### config.mk
export PLATFORM = sky130hd
export DESIGN_NAME = epx_2x_pixel_upscaler_rgb565_unit_flat
export DESIGN_NICKNAME = d
export VERILOG_FILES = /design/src/epx_pkg.sv /design/src/epx_column_if.sv /design/src/epx_block_if.sv /design/src/epx_cfg_if.sv /design/src/epx_2x_pixel_upscaler_rgb565_unit.sv /design/src/epx_block.sv /design/src/epx_front.sv /design/src/epx_outq.sv /design/src/flat_wrapper.sv
export SDC_FILE = /design/constraint.sdc
export NUM_CORES = 1
export LEC_CHECK = 0
export BUFFER_PORTS_ARGS = -buffer_cell sky130_fd_sc_hd__buf_2
export CORE_ASPECT_RATIO = 1.4
export CORE_MARGIN = 8
export CORE_UTILIZATION = 56
export DETAILED_ROUTE_END_ITERATION = 10
export PLACE_DENSITY = 0.85
export SLEW_MARGIN = 30
export SYNTH_ARGS = -nofsm -noshare
export SYNTH_HDL_FRONTEND = slang
export SYNTH_SLANG_ARGS = --single-unit
### constraint.sdc
create_clock -name clk -period 7.15 [get_ports clk]
set_input_delay 2.145 -clock clk [delete_from_list [all_inputs] [get_ports clk]]
set_output_delay 2.145 -clock clk [all_outputs]
set_load 0.03 [all_outputs]
### src/epx_pkg.sv
// ----------------------------------------------------------------------------
// epx_pkg: shared types and constants of the EPX 2x upscaler
// Pixel widths, register indexes, the per-column operand record and the
// result record that travels from the block logic to the output queue.
// ----------------------------------------------------------------------------
package epx_pkg;

  // RGB565 pixel and blend mask (clears the low bit of every channel).
  localparam int PIX_W = 16;
  localparam logic [PIX_W-1:0] BLEND_MASK = 16'hF7DE;

  // Configuration register file.
  localparam int RW_W        = 11;
  localparam int CFG_DATA_W  = RW_W;
  localparam int CFG_IDX_W   = 1;
  localparam logic [RW_W-1:0] ROW_WIDTH_RESET = 11'd256;
  localparam int MAX_ROW_WIDTH_DEF = 1024;

  typedef enum logic [CFG_IDX_W-1:0] {
    REG_SMOOTH_MODE = 1'b0,
    REG_ROW_WIDTH   = 1'b1
  } epx_reg_t;

  // Output queue depth; must be a power of two.
  localparam int OUTQ_DEPTH = 4;

  typedef logic [PIX_W-1:0] pix_t;

  // One accepted column together with the column held before it.
  typedef struct packed {
    pix_t left;      // left neighbour of the held centre pixel
    pix_t cmid;      // held centre pixel
    pix_t cup;       // held pixel above
    pix_t cdown;     // held pixel below
    pix_t up;        // new column
    pix_t mid;
    pix_t down;
    logic has_prev;  // a held column exists, its block is due now
    logic last;      // new column closes the row
    logic flast;     // frame flag of the new column
  } epx_stage_t;

  // Four pixels of one 2x2 output block.
  typedef struct packed {
    pix_t tl;
    pix_t tr;
    pix_t bl;
    pix_t br;
  } epx_quad_t;

  // One result item.
  typedef struct packed {
    epx_quad_t quad;
    logic      row_end;
    logic      frame_end;
    logic      run_last;
  } epx_result_t;

endpackage

### src/epx_column_if.sv
// ----------------------------------------------------------------------------
// epx_column_if: input column channel
// One source column of three RGB565 pixels plus the frame flag.
// ----------------------------------------------------------------------------
interface epx_column_if import epx_pkg::*; ();
  logic             valid;
  logic             ready;
  logic [PIX_W-1:0] pixel_up;
  logic [PIX_W-1:0] pixel_mid;
  logic [PIX_W-1:0] pixel_down;
  logic             frame_last;

  modport source (output valid, pixel_up, pixel_mid, pixel_down, frame_last,
                  input ready);
  modport sink   (input valid, pixel_up, pixel_mid, pixel_down, frame_last,
                  output ready);
endinterface

### src/epx_block_if.sv
// ----------------------------------------------------------------------------
// epx_block_if: output block channel
// One 2x2 block of RGB565 pixels with its row and frame markers.
// ----------------------------------------------------------------------------
interface epx_block_if import epx_pkg::*; ();
  logic             valid;
  logic             ready;
  logic [PIX_W-1:0] out_top_left;
  logic [PIX_W-1:0] out_top_right;
  logic [PIX_W-1:0] out_bottom_left;
  logic [PIX_W-1:0] out_bottom_right;
  logic             row_end;
  logic             frame_end;
  logic             run_last;

  modport source (output valid, out_top_left, out_top_right, out_bottom_left,
                  out_bottom_right, row_end, frame_end, run_last,
                  input ready);
  modport sink   (input valid, out_top_left, out_top_right, out_bottom_left,
                  out_bottom_right, row_end, frame_end, run_last,
                  output ready);
endinterface

### src/epx_cfg_if.sv
// ----------------------------------------------------------------------------
// epx_cfg_if: configuration write channel
// Register index and write data with a valid/ready handshake.
// ----------------------------------------------------------------------------
interface epx_cfg_if import epx_pkg::*; ();
  logic                  valid;
  logic                  ready;
  logic [CFG_IDX_W-1:0]  index;
  logic [CFG_DATA_W-1:0] data;

  modport source (output valid, index, data, input ready);
  modport sink   (input valid, index, data, output ready);
endinterface

### src/epx_2x_pixel_upscaler_rgb565_unit.sv
// ----------------------------------------------------------------------------
// epx_2x_pixel_upscaler_rgb565_unit: EPX 2x upscaler for RGB565 columns
// Flow: an accepted column is registered into the stage, then its blocks go
//   to the output queue; a row-closing column adds its own block last.
// Throughput: one column per cycle while the output queue has room; the
//   output queue absorbs the extra block at each row end, paid back by
//   the first column of the next row.
// Reset: rst clears the column position, stage and queue; smooth_mode goes
//   to 0 and row_width to 256.
// ----------------------------------------------------------------------------
module epx_2x_pixel_upscaler_rgb565_unit import epx_pkg::*; #(
  parameter int MAX_ROW_WIDTH = MAX_ROW_WIDTH_DEF
) (
  input  logic        clk,
  input  logic        rst,
  epx_cfg_if.sink     cfg,
  epx_column_if.sink  column,
  epx_block_if.source block
);

  logic            smooth_mode;
  logic [RW_W-1:0] row_width;
  logic            stage_valid;
  epx_stage_t      stage;
  logic            stage_take;
  logic            room;
  pix_t            left_b;
  epx_quad_t       quad_a;
  epx_quad_t       quad_b;
  epx_result_t     res_a;
  epx_result_t     res_b;

  // Configuration register writes.
  assign cfg.ready = 1'b1;

  always_ff @(posedge clk) begin
    if (rst) begin
      smooth_mode <= 1'b0;
      row_width   <= ROW_WIDTH_RESET;
    end else if (cfg.valid && cfg.ready) begin
      unique case (cfg.index)
        REG_SMOOTH_MODE: smooth_mode <= cfg.data[0];
        REG_ROW_WIDTH:   row_width   <= cfg.data[RW_W-1:0];
      endcase
    end
  end

  epx_front #(
    .MAX_ROW_WIDTH(MAX_ROW_WIDTH)
  ) u_front (
    .clk         (clk),
    .rst         (rst),
    .column      (column),
    .row_width   (row_width),
    .stage_valid (stage_valid),
    .stage       (stage),
    .stage_take  (stage_take)
  );

  // Block of the held column, right neighbour is the new column.
  epx_block u_block_prev (
    .a      (stage.left),
    .x      (stage.cmid),
    .c      (stage.mid),
    .d      (stage.cup),
    .b      (stage.cdown),
    .smooth (smooth_mode),
    .quad   (quad_a)
  );

  // Block of a row-closing column, right neighbour is itself.
  assign left_b = stage.has_prev ? stage.cmid : stage.mid;

  epx_block u_block_last (
    .a      (left_b),
    .x      (stage.mid),
    .c      (stage.mid),
    .d      (stage.up),
    .b      (stage.down),
    .smooth (smooth_mode),
    .quad   (quad_b)
  );

  // Result records; the first queue slot gets whichever block comes first.
  always_comb begin
    res_a.quad      = quad_a;
    res_a.row_end   = 1'b0;
    res_a.frame_end = 1'b0;
    res_a.run_last  = !stage.last;
    res_b.quad      = quad_b;
    res_b.row_end   = 1'b1;
    res_b.frame_end = stage.flast;
    res_b.run_last  = 1'b1;
  end

  assign stage_take = stage_valid && room;

  epx_outq u_outq (
    .clk    (clk),
    .rst    (rst),
    .take   (stage_take),
    .push0  (stage.has_prev || stage.last),
    .push1  (stage.has_prev && stage.last),
    .entry0 (stage.has_prev ? res_a : res_b),
    .entry1 (res_b),
    .room   (room),
    .block  (block)
  );

  // A staged column leaves as soon as the queue has room.
  a_stage_moves: assert property (@(posedge clk) disable iff (rst)
    stage_valid && room |-> column.ready)
    else $error("stage held although the queue has room");

  // A column that starts a row is never also marked as closing it.
  a_stage_yields: assert property (@(posedge clk) disable iff (rst)
    stage_valid && !stage.has_prev |-> stage.last == 1'b0)
    else $error("row start column marked as row end");

  // A block carries a frame end only where it also closes a row.
  a_frame_on_row: assert property (@(posedge clk) disable iff (rst)
    block.valid && block.frame_end |-> block.row_end && block.run_last)
    else $error("frame end outside a row end");

endmodule

### src/epx_block.sv
// ----------------------------------------------------------------------------
// epx_block: EPX rule for one centre pixel
// Compares the four neighbours and picks, or blends, the matching ones
// into the four pixels of the 2x2 block.
// ----------------------------------------------------------------------------
module epx_block import epx_pkg::*; (
  input  pix_t      a,       // left
  input  pix_t      x,       // centre
  input  pix_t      c,       // right
  input  pix_t      d,       // above
  input  pix_t      b,       // below
  input  logic      smooth,
  output epx_quad_t quad
);

  // Copied neighbour, or its RGB565 average with the centre pixel.
  function automatic pix_t pick(input pix_t n, input pix_t cx, input logic sm);
    pix_t avg;
    avg = (n & cx) + (((n ^ cx) & BLEND_MASK) >> 1);
    return sm ? avg : n;
  endfunction

  logic active;

  // The rule applies only where left differs from right and above from below.
  assign active = (a != c) && (b != d);

  always_comb begin
    quad.tl = x;
    quad.tr = x;
    quad.bl = x;
    quad.br = x;
    if (active) begin
      if (d == a) quad.tl = pick(d, x, smooth);
      if (c == d) quad.tr = pick(c, x, smooth);
      if (a == b) quad.bl = pick(a, x, smooth);
      if (b == c) quad.br = pick(b, x, smooth);
    end
  end

endmodule

### src/epx_front.sv
// ----------------------------------------------------------------------------
// epx_front: column tracking and input register
// Counts columns in the row, keeps the held column and its left
// neighbour, and registers each accepted column with the held one.
// ----------------------------------------------------------------------------
module epx_front import epx_pkg::*; #(
  parameter int MAX_ROW_WIDTH = MAX_ROW_WIDTH_DEF
) (
  input  logic             clk,
  input  logic             rst,
  epx_column_if.sink       column,
  input  logic [RW_W-1:0]  row_width,
  output logic             stage_valid,
  output epx_stage_t       stage,
  input  logic             stage_take
);

  localparam int CNT_W  = (MAX_ROW_WIDTH > 2) ? $clog2(MAX_ROW_WIDTH) : 1;
  localparam int MAXB_W = $clog2(MAX_ROW_WIDTH + 1);
  localparam int CMP_W  = ((RW_W > MAXB_W) ? RW_W : MAXB_W) + 1;

  logic [CNT_W-1:0] column_count;
  logic [CNT_W-1:0] column_count_next;
  pix_t             left_mid;
  pix_t             centre_mid;
  pix_t             centre_up;
  pix_t             centre_down;
  logic [CMP_W-1:0] width_raw;
  logic [CMP_W-1:0] width_eff;
  logic             last;
  logic             first;
  logic             accept;

  assign accept       = column.valid && column.ready;
  assign column.ready = !stage_valid || stage_take;

  // Effective row width, clamped into the supported range.
  always_comb begin
    width_raw = CMP_W'(row_width);
    if (width_raw < CMP_W'(2)) begin
      width_eff = CMP_W'(2);
    end else if (width_raw > CMP_W'(MAX_ROW_WIDTH)) begin
      width_eff = CMP_W'(MAX_ROW_WIDTH);
    end else begin
      width_eff = width_raw;
    end
  end

  assign first = (column_count == '0);
  assign last  = (CMP_W'(column_count) + CMP_W'(1)) >= width_eff;
  assign column_count_next = last ? '0 : column_count + CNT_W'(1);

  // Column position and stage occupancy.
  always_ff @(posedge clk) begin
    if (rst) begin
      column_count <= '0;
      stage_valid  <= 1'b0;
    end else begin
      if (accept) column_count <= column_count_next;
      if (accept) begin
        stage_valid <= 1'b1;
      end else if (stage_take) begin
        stage_valid <= 1'b0;
      end
    end
  end

  // Held column and the registered operands of the accepted column.
  always_ff @(posedge clk) begin
    if (accept) begin
      left_mid    <= first ? column.pixel_mid : centre_mid;
      centre_mid  <= column.pixel_mid;
      centre_up   <= column.pixel_up;
      centre_down <= column.pixel_down;

      stage.left     <= left_mid;
      stage.cmid     <= centre_mid;
      stage.cup      <= centre_up;
      stage.cdown    <= centre_down;
      stage.up       <= column.pixel_up;
      stage.mid      <= column.pixel_mid;
      stage.down     <= column.pixel_down;
      stage.has_prev <= !first;
      stage.last     <= last;
      stage.flast    <= column.frame_last;
    end
  end

  // A closing column always brings the count back to the row start.
  a_last_wraps: assert property (@(posedge clk) disable iff (rst)
    accept && last |=> column_count == '0)
    else $error("column count did not wrap at row end");

  // Any other column advances the count by one.
  a_count_steps: assert property (@(posedge clk) disable iff (rst)
    accept && !last |=> column_count == $past(column_count) + CNT_W'(1))
    else $error("column count did not advance");

  // The count stays inside the largest row.
  a_count_range: assert property (@(posedge clk) disable iff (rst)
    CMP_W'(column_count) < CMP_W'(MAX_ROW_WIDTH))
    else $error("column count out of range");

endmodule

### src/epx_outq.sv
// ----------------------------------------------------------------------------
// epx_outq: result queue
// Takes zero, one or two results per column in one cycle and hands them
// out one per transfer, so the extra block at a row end does not stall.
// ----------------------------------------------------------------------------
module epx_outq import epx_pkg::*; (
  input  logic        clk,
  input  logic        rst,
  input  logic        take,
  input  logic        push0,
  input  logic        push1,
  input  epx_result_t entry0,
  input  epx_result_t entry1,
  output logic        room,
  epx_block_if.source block
);

  localparam int PTR_W = $clog2(OUTQ_DEPTH);
  localparam int CNT_W = $clog2(OUTQ_DEPTH + 1);

  epx_result_t      mem [OUTQ_DEPTH];
  logic [PTR_W-1:0] rd_ptr;
  logic [PTR_W-1:0] wr_ptr;
  logic [CNT_W-1:0] count;
  logic [CNT_W-1:0] count_next;
  logic [1:0]       n_push;
  logic             pop;
  epx_result_t      head;

  // Room for two results regardless of the current pop.
  assign room   = count <= CNT_W'(OUTQ_DEPTH - 2);
  assign n_push = take ? ({1'b0, push0} + {1'b0, push1}) : 2'd0;
  assign pop    = block.valid && block.ready;
  assign count_next = count + CNT_W'(n_push) - CNT_W'(pop);

  always_ff @(posedge clk) begin
    if (rst) begin
      rd_ptr <= '0;
      wr_ptr <= '0;
      count  <= '0;
    end else begin
      wr_ptr <= wr_ptr + PTR_W'(n_push);
      if (pop) rd_ptr <= rd_ptr + PTR_W'(1);
      count <= count_next;
    end
  end

  // Entry storage; the second result goes right after the first.
  always_ff @(posedge clk) begin
    if (take && push0) mem[wr_ptr] <= entry0;
    if (take && push1) mem[wr_ptr + PTR_W'(1)] <= entry1;
  end

  // Head of the queue drives the output channel.
  assign head                   = mem[rd_ptr];
  assign block.valid            = count != '0;
  assign block.out_top_left     = head.quad.tl;
  assign block.out_top_right    = head.quad.tr;
  assign block.out_bottom_left  = head.quad.bl;
  assign block.out_bottom_right = head.quad.br;
  assign block.row_end          = head.row_end;
  assign block.frame_end        = head.frame_end;
  assign block.run_last         = head.run_last;

  // The queue never holds more than its depth.
  a_no_overflow: assert property (@(posedge clk) disable iff (rst)
    count <= CNT_W'(OUTQ_DEPTH))
    else $error("result queue overflow");

  // A second result pushed without a first one must be the final one of its run.
  a_push_order: assert property (@(posedge clk) disable iff (rst)
    take && push1 && !push0 |-> entry1.run_last)
    else $error("lone second result is not the final one");

  // Fill level tracks pushes and pops exactly.
  a_count_track: assert property (@(posedge clk) disable iff (rst)
    1'b1 |=> count == $past(count) + CNT_W'($past(n_push)) - CNT_W'($past(pop)))
    else $error("result queue count mismatch");

endmodule
### src/flat_wrapper.sv
// flat-port wrapper written by rule: the top's interface ports become plain ports
module epx_2x_pixel_upscaler_rgb565_unit_flat import epx_pkg::*;
#(
  parameter int MAX_ROW_WIDTH = MAX_ROW_WIDTH_DEF
)
  (clk, rst, cfg_valid, cfg_index, cfg_data, cfg_ready, column_valid, column_pixel_up, column_pixel_mid, column_pixel_down, column_frame_last, column_ready, block_valid, block_out_top_left, block_out_top_right, block_out_bottom_left, block_out_bottom_right, block_row_end, block_frame_end, block_run_last, block_ready);
  epx_cfg_if cfg_i ();
  epx_column_if column_i ();
  epx_block_if block_i ();
  input  logic clk;
  input  logic rst;
  input wire logic [$bits(cfg_i.valid)-1:0] cfg_valid;
  input wire logic [$bits(cfg_i.index)-1:0] cfg_index;
  input wire logic [$bits(cfg_i.data)-1:0] cfg_data;
  output wire logic [$bits(cfg_i.ready)-1:0] cfg_ready;
  input wire logic [$bits(column_i.valid)-1:0] column_valid;
  input wire logic [$bits(column_i.pixel_up)-1:0] column_pixel_up;
  input wire logic [$bits(column_i.pixel_mid)-1:0] column_pixel_mid;
  input wire logic [$bits(column_i.pixel_down)-1:0] column_pixel_down;
  input wire logic [$bits(column_i.frame_last)-1:0] column_frame_last;
  output wire logic [$bits(column_i.ready)-1:0] column_ready;
  output wire logic [$bits(block_i.valid)-1:0] block_valid;
  output wire logic [$bits(block_i.out_top_left)-1:0] block_out_top_left;
  output wire logic [$bits(block_i.out_top_right)-1:0] block_out_top_right;
  output wire logic [$bits(block_i.out_bottom_left)-1:0] block_out_bottom_left;
  output wire logic [$bits(block_i.out_bottom_right)-1:0] block_out_bottom_right;
  output wire logic [$bits(block_i.row_end)-1:0] block_row_end;
  output wire logic [$bits(block_i.frame_end)-1:0] block_frame_end;
  output wire logic [$bits(block_i.run_last)-1:0] block_run_last;
  input wire logic [$bits(block_i.ready)-1:0] block_ready;
  assign cfg_i.valid = cfg_valid;
  assign cfg_i.index = cfg_index;
  assign cfg_i.data = cfg_data;
  assign cfg_ready = cfg_i.ready;
  assign column_i.valid = column_valid;
  assign column_i.pixel_up = column_pixel_up;
  assign column_i.pixel_mid = column_pixel_mid;
  assign column_i.pixel_down = column_pixel_down;
  assign column_i.frame_last = column_frame_last;
  assign column_ready = column_i.ready;
  assign block_valid = block_i.valid;
  assign block_out_top_left = block_i.out_top_left;
  assign block_out_top_right = block_i.out_top_right;
  assign block_out_bottom_left = block_i.out_bottom_left;
  assign block_out_bottom_right = block_i.out_bottom_right;
  assign block_row_end = block_i.row_end;
  assign block_frame_end = block_i.frame_end;
  assign block_run_last = block_i.run_last;
  assign block_i.ready = block_ready;
  epx_2x_pixel_upscaler_rgb565_unit #(.MAX_ROW_WIDTH(MAX_ROW_WIDTH)) u_core (.clk(clk), .rst(rst), .cfg(cfg_i), .column(column_i), .block(block_i));
endmodule
== Word-level counts from Yosys, hierarchy flattened ==
Memories as Yosys holds them, arrays and structs flattened. A register that Yosys moved wholly into a read port is not among the register bits.
Cells that the tools add are included.

* Register bits after elaboration: 161
* Bits in writable memories: 268
* Input port bits: 66
* Output and inout port bits: 70
* Word-level logic and storage cells: 119
* Memories kept: 1

* Add/subtract/negate cells: 16
* $lt $le $gt $ge: 4
* Equal/unequal tests: 12
* Muxes and demuxes: 33
* Bitwise logic cells: 17
* Reduce and logical (&&, ||, !) cells: 18

{| class="wikitable"
|+ Memories
! memory !! words !! bits a word !! rd ports !! clocked after Yosys merged registers in !! write ports !! RTL line !! RTL
|-
| u_core.u_outq.mem || 4 || 67 || 1 || 1 || 2 || epx_outq.sv:21 || <nowiki>epx_result_t mem [OUTQ_DEPTH];</nowiki>
|}

{| class="wikitable"
|+ Operators by type and width
! cell !! number
|-
| $mux 16 || 18
|-
| $add 16x15->16 || 8
|-
| $and 16x16->16 || 8
|-
| $eq 16x16->1 || 8
|-
| $mux 64 || 2
|-
| $xor 16x16->16 || 8
|-
| $mux 67 || 1
|-
| $ne 16x16->1 || 4
|-
| $mux 11 || 2
|-
| $ge 11x12->1 || 1
|-
| $add 10x1->11 const B || 1
|-
| $gt 11x11->1 const B || 1
|-
| $lt 11x2->1 const B || 1
|-
| $add 10x1->10 const B || 1
|-
| $logic_not 10->1 || 1
|-
| $mux 10 || 1
|-
| $logic_and 1x1->1 || 8
|-
| $mux 1 || 6
|-
| $mux 2 || 3
|-
| $add 2x1->2 const B || 2
|-
| $reduce_and 2->1 || 2
|-
| $add 3x2->3 || 1
|-
| $le 3x2->1 const B || 1
|-
| $logic_not 1->1 || 3
|-
| other kinds (7) || 8
|}

== Depth between registers and ports, before layout ==
Gate-level depths: netlist of run 1.

* Depth after elaboration: 7
* Depth in mapped cells: 14

== Cells and area by module ==
Synthesis of run 1 repeated with hierarchy kept, for this count alone.

* Cell total of the unflattened synthesis: 2632
* Area total of the unflattened synthesis: 31722.9 um2

{| class="wikitable"
|+ By module, submodules not included
! module !! times used !! cells an instance !! area an instance (um2) !! seq. area each (um2)
|-
| epx_outq || 1 || 704 || 13357.8 || 8227.9
|-
| epx_block (u_core.u_block_prev) || 1 || 751 || 5755.5 || 0.0
|-
| epx_block (u_core.u_block_last) || 1 || 752 || 5710.5 || 0.0
|-
| epx_front || 1 || 274 || 5165.0 || 4154.0
|-
| epx_2x_pixel_upscaler_rgb565_unit || 1 || 151 || 1734.2 || 240.2
|}

== Worst setup path before layout of run 1 ==
Ideal clock, no wire load.

* Path kind: input-to-reg
* Start: input column_valid
* End: register u_core.u_front.column_count[2]
* Library setup time: 0.099 ns
* Arrival time: 5.532 ns
* Required time: 7.051 ns
* Path slack: 1.519 ns
* Stages: 4
* Path buffers: 0
* Cell sequence: nand2_1 -> inv_1 -> nand2_1 -> o32ai_1

* Word-level cells in the longest chain between the ends: 1

{| class="wikitable"
|+ Ends and longest elaborated chain
! what !! RTL line !! RTL
|-
| start, declared || flat_wrapper.sv:16 || <nowiki>input wire logic [$bits(column_i.valid)-1:0] column_valid;</nowiki>
|-
| $logic_and 1x1->1 || epx_front.sv:34 || <nowiki>assign accept = column.valid && column.ready;</nowiki>
|-
| net u_core.u_front.accept || epx_front.sv:32 || <nowiki>logic accept;</nowiki>
|-
| end signal, assigned || epx_front.sv:59 || <nowiki>if (accept) column_count <= column_count_next;</nowiki>
|-
| end, declared || epx_front.sv:22 || <nowiki>logic [CNT_W-1:0] column_count;</nowiki>
|}

The timed path passes the listed nets, and every way through them passes these cells.
A chain may end at the register's enable or synchronous reset.

==> flow_summary.ini, run 1 <==
[floorplan]
rows = 98
ios = 136
initial_core_util_pct = 56.2
design.die.area_sq_um = 58400
dieHeight_um = 283
dieWidth_um = 207
coreArea_sq_um = 50600

[critical_path]
required_ns = 5.01
crit_arrival_ns = 2.95
cp_top_family = flip-flops
path_max_fanout = 39
cp_slowest_cell = dfxtp_4
critPathKind = register to primary output
slowest_delay_ns = 0.87
end_kind = primary output
startpoint_type = register
crit_chain = buf_4, mux4_2, buf_2
path_buf_inv = 2

[clock_network]
clk_pin_slew_ns = 0.06
cts_tree = built
hold_buffers = 0
clk_latency_ns = 0.59
cts-root-buf = clkbuf_16
h-tree-depth = 2
cts_buffers = 42
clkSinkCount = 431
postCtsSetupBuffers = 0
cts_max_path_buffers = 3
postCtsResizedCells = 0

[global_route]
grt_pass1_wl_um = 143000
grt_remaining_overflow = 0
grt_max_degree = 76
grt_pass1_vias = 23100
antenna_found_initial = 4
grtUsageTotal_pct = 32.8

[yosys]
yosys.area.top_type = edfxtp_1
synth-simple-area-share_pct = 8.91
synth-edff-count = 391
netlist_instances = 2479
synth_area_sq_um = 28500
synth_compound_area_share_pct = 15.8
syn_area_per_cell_sq_um = 11.5
synth.distinct_cells = 96
synthDominantCellAreaShare_pct = 41.2
syn_nets = 2761
yosysMostFrequentCell = edfxtp_1
synth_fa_ha_area_share_pct = 9.70
synth_xor_area_share_pct = 7.07
yosys-mux-area-fraction_pct = 11.4
synth_top_family_by_area = compound AO/OA/AOI/OAI gates
ys_warn_count = 0
synth_area_leaders = edfxtp_1 (41%), ha_1 (9.1%), mux4_2 (5.3%)
synthFlopType = edfxtp_1
seq_area_frac_synth_pct = 44.0
async_flop_share_pct = 0
ys_ff_latch = 431
synthTopCellsByCount = edfxtp_1 (391), ha_1 (208), o22ai_1 (178), nand2_1 (144), xnor2_1 (117)

[routing]
viasPerCell = 7.14
wl_per_cell_um = 30.0
drtPass1Iterations = 6
ant_nets = 0
routed_wl_um = 97600
drtIter0Drc = 3033
drc = 0
vias = 23200

[placed_design]
hpwl_um = 68300
gp_congestion = 1.04
placed_area_sq_um = 29800
portBuffers = 134
place_ws_ns = 2.59

[power]
max-vdd-ir-drop_uv = 169
finalPower_mw = 8.72
power_density_nw_per_um2 = 279
leakage_nw = 11.5

[final_layout]
utilization_pct = 61.8
area_growth_pct = 9.84
seqCellArea_sq_um = 12600
final_cell_area_sq_um = 31300
finalNetCount = 2848
num-fill-cells = 3872
drive_above_1_share_pct = 17.6
multi_input_area_sq_um = 15100

[sta]
drv_slew = 0
setup_viol = 0
period_needed_ns = 5.10
rsz0062_at_grt = false
finalClockSkew_ns = 0.0336
slew_headroom_pct = 30.7
finalWorstSetupSlack_ns = 2.05
tightest_slew_ns = 1.04
fin_crit_sh_pct = 71.3
fin_setup_tns_ns = 0
fmax_mhz = 196
finalHoldViolCount = 0

[flow_run]
maxCapViolations = 0

[outcome]
status = completed

[worst_hold_path]
timing.hold.worst.class = register to register
==> metal layers <==
layer,GRT usage [%],part of all wire (%),wire (um),vias to the layer above
met5,0,0.042,41,-
met4,22.2,8.0,7830,6
met3,7.76,12,11900,489
met2,52.8,46,44700,1834
met1,38.9,34,33100,11000
li1,-,-,-,9861
==> logic make-up (layout without fill, tap and decap cells) <==
kind of cell	Yosys count	in the layout
flip-flops	431	431
XOR/XNOR	230	230
AO/OA/AOI/OAI	675	675
buffers and inverters	212	331
multiplexers	218	218
other	1	2
adder cells (fa/ha/maj)	216	216
AND/OR/NAND/NOR	496	496
==> per-stage QoR <==
step	instances	hold slack, ns
6_report	3249	0.417
3_3_place_gp	3171	0.403
3_5_place_dp	3172	0.405
4_1_cts	3248	0.419
2_1_floorplan	2479	0.400
5_1_grt	3249	0.428
==> final timing paths <==
| check | start | end | slack [ns] | depth (start not counted) |
|---|---|---|---|---|
| setup / recovery | register | block_out_top_left[11] | 2.05 | 3 |
| hold / removal | u_core.u_front.left_mid[10]$_DFFE_PP_ | u_core.u_front.stage[109]$_DFFE_PP_ | 0.42 | 0 |
| setup reg to reg | u_core.u_front.stage[2]$_DFFE_PP_ | u_core.u_outq.mem[0][33]$_DFFE_PP_ | 2.60 | 14 |
| hold reg to reg | u_core.u_front.left_mid[10]$_DFFE_PP_ | u_core.u_front.stage[109]$_DFFE_PP_ | 0.42 | 0 |
==> state kept, by name (all words and copies together), names as in the netlist, 3 cells and up, named ones only <==
| name | cells |
|---|---|
| u_core.u_front.centre_down | 16 |
| u_core.u_front.left_mid | 16 |
| u_core.u_front.column_count | 10 |
| u_core.u_outq.mem | 268 |
| u_core.u_outq.count | 3 |
| u_core.u_front.centre_up | 16 |
| u_core.row_width | 11 |
| u_core.u_front.centre_mid | 16 |
| u_core.u_front.stage | 67 |
==> cell type report <==
type	count	share of cell area (%)
clock buffer	51	3.50
multi-input combinational	1836	48.4
timing repair buffer	191	3.52
sequential	431	40.1
antenna	1	0.00800
clock inverter	25	1.08
inverter	64	0.784
tap	650	2.60
==> where the power goes <==
part | internal, mW | switching [mW] | total [mW]
Sequential | 2.99 | 0.360 | 3.35
Combinational | 1.20 | 1.83 | 3.03
Clock | 1.33 | 1.01 | 2.34
Total | 5.52 | 3.20 | 8.72
==> placed cells by master (no fill, tap or decap), types with 100 or more instances in the layout <==
master and instances:
ha_1 208, buf_2 134, o21ai_0 104, a21oi_1 100, xor2_1 113, xnor2_1 117
edfxtp_1 391, nor2_1 108, nand2_1 136, o22ai_1 178
No activity file was read; power rests on OpenSTA's default activity.
==> run 2: changes to the inputs <==
- PLACE_DENSITY: 0.85 -> 0.88
- clock period: 7.15 -> 4.11 ns (I/O delays scaled with it)
==> run 2 against run 1 <==
Net effect:
- the flow now finishes with violations (negative setup slack)
- sequential share of layout area decreased by 1.6 points
- non-clock buffer count increased by 153
- combinational power increased by 94%
- core utilization increased by 2.6 points
- worst hold slack got worse by 0.0082 ns
- register-to-register slack got worse by 2.7 ns
- clock-buffer cell count decreased by 4
- global-route usage increased by 2.1 points
- largest power group is now combinational cells
- highest routed layer unchanged
==> flow_summary.ini, run 2 (same netlist as run 1, synthesis figures left out) <==
[outcome]
status = finished, violations left
violations = negative setup slack

[critical_path]
required_ns = 4.40
critPathLaunch = u_core.u_front.stage[84]$_DFFE_PP_
crit_arrival_ns = 4.52
crit_top_cell = ha_1
r2r-start = u_core.u_front.stage[84]$_DFFE_PP_
cp_slowest_cell = edfxtp_1
path_max_fanout = 7
startpoint_type = register
path_buf_inv = 1
slowest_delay_ns = 0.62
end_kind = register
critPathKind = register to register
crit_chain = ha_1, ha_1, a211oi_1, o21bai_1, a2111oi_0, buf_4, a31oi_1, mux2i_1, o221ai_1, o311ai_1, o22ai_1
cp_top_family = compound AO/OA/AOI/OAI gates

[final_layout]
num-fill-cells = 3766
final_cell_area_sq_um = 32600
final_cell_mix = edfxtp_1 (391), ha_1 (208), buf_4 (190)
utilization_pct = 64.3
final_common_cell = edfxtp_1
largest_register_ffs = 268
finalNetCount = 3002
area_growth_pct = 14.4
top_regs = u_core.u_outq.mem: 268 flops, u_core.u_front.stage: 67 flops
regMostFlops = u_core.u_outq.mem
drive_above_1_share_pct = 22.2

[sta]
slew_headroom_pct = 41.9
fin_crit_sh_pct = 103
finalClockSkew_ns = 0.0362
period_needed_ns = 4.23
drv_slew = 0
finalWorstSetupSlack_ns = -0.119
fin_setup_tns_ns = -0.376
tightest_slew_ns = 0.870
rsz0062_at_grt = true
setup_viol = 4
fmax_mhz = 236
finalHoldViolCount = 0

[global_route]
grt_pass1_vias = 23500
grt_remaining_overflow = 0
grt_max_degree = 89
grt_pass1_wl_um = 150000
antenna_found_initial = 3
grtUsageTotal_pct = 34.9

[routing]
vias = 23800
routed_wl_um = 103000
drtPass1Iterations = 6
met2_wirelength_um = 47700
wl_met3_um = 12100
drtIter0Drc = 2977
viasPerCell = 6.99
wl_per_cell_um = 30.4
m1WireLength_um = 35600
drc = 0
ant_nets = 0
topRoutingLayerUsed = met5

[clock_network]
cts_max_path_buffers = 3
clk_latency_ns = 0.59
cts_buffers = 42
clk_pin_slew_ns = 0.07
cts_tree = built
cts-root-buf = clkbuf_16
clkSinkCount = 431
hold_buffers = 0
h-tree-depth = 2

[placed_design]
gp_congestion = 1.09
portBuffers = 134
placed_area_sq_um = 31200
hpwl_um = 76000
place_ws_ns = -0.0746

[floorplan]
design.die.area_sq_um = 58400
initial_core_util_pct = 56.2
rows = 98
dieWidth_um = 207
ios = 136
dieHeight_um = 283
coreArea_sq_um = 50600

[power]
max-vdd-ir-drop_uv = 328
leakage_nw = 12.1
power_density_nw_per_um2 = 470

[flow_run]
maxCapViolations = 0

[worst_hold_path]
timing.hold.worst.class = register to register
min_from = u_core.u_front.left_mid[2]$_DFFE_PP_
==> run 2: cell count changes in the layout (fill, tap and decap cells not counted), sizes merged, moves of 2 or more <==
cell / change
bufinv: -5
diode: +2
clkbuf: -4
clkinv: +6
buf: +153
clkinvlp: +5
==> run 2: where the power goes <==
group	leakage, nW	internal, mW	switching, mW	total [mW]
Combinational	7.50	2.36	3.52	5.88
Clock	0.633	1.98	1.79	3.77
Sequential	3.96	5.19	0.465	5.66
Total	12.1	9.54	5.77	15.3
==> run 2: worst reg2reg max path: stages (launching register included) <==
cell and delay, ns:
edfxtp_1 0.62, ha_1 0.34, ha_1 0.32, a211oi_1 0.45, o21bai_1 0.24, a2111oi_0 0.55
buf_4 0.22, a31oi_1 0.14, mux2i_1 0.35, o221ai_1 0.29, o311ai_1 0.23, o22ai_1 0.19
==> run 2: worst paths after layout <==
path	end	slack [ns]	cells past startpoint
max	u_core.u_outq.mem[0][66]$_DFFE_PP_	-0.12	11
min	u_core.u_front.stage[101]$_DFFE_PP_	0.41	0
max reg2reg	u_core.u_outq.mem[0][66]$_DFFE_PP_	-0.12	11
min reg2reg	u_core.u_front.stage[101]$_DFFE_PP_	0.41	0
==> run 2: cell type report <==
class | instances | area (sq um) | share of cell area [%]
Antenna cell | 3 | 7.51 | 0.0230
Multi-Input combinational cell | 1837 | 15200 | 46.6
Clock inverter | 30 | 239 | 0.733
Clock buffer | 47 | 1070 | 3.28
Tap cell | 650 | 813 | 2.50
Sequential cell | 431 | 12600 | 38.5
Inverter | 64 | 244 | 0.749
Timing Repair Buffer | 344 | 2490 | 7.64
==> run 2: metrics by stage <==
step	hold slack [ns]	power, mW	instances
after detailed placement	0.405	11.5	3325
after floorplan	0.400	9.46	2479
after global placement	0.400	11.3	3325
final	0.409	15.3	3406
after global routing	0.421	15.9	3403
after CTS	0.410	15.2	3402
==> run 2: what timing repair did <==
action / in CTS / in global routing
hold endpoints to repair: 0 / 0
endpoints found under the setup margin: 4 / 43
gates cloned: 0 / 1
gates resized for setup: 1 / 14
pin swaps: 0 / 3
buffers inserted: 0 / 0
==> run 2: per-layer routing <==
| metal | vias up | GRT usage, % |
|---|---|---|
| met5 | - | 0 |
| met4 | 4 | 22.6 |
| met3 | 444 | 8.24 |
| met2 | 1779 | 56.4 |
| met1 | 11400 | 41.5 |
| li1 | 10200 | - |
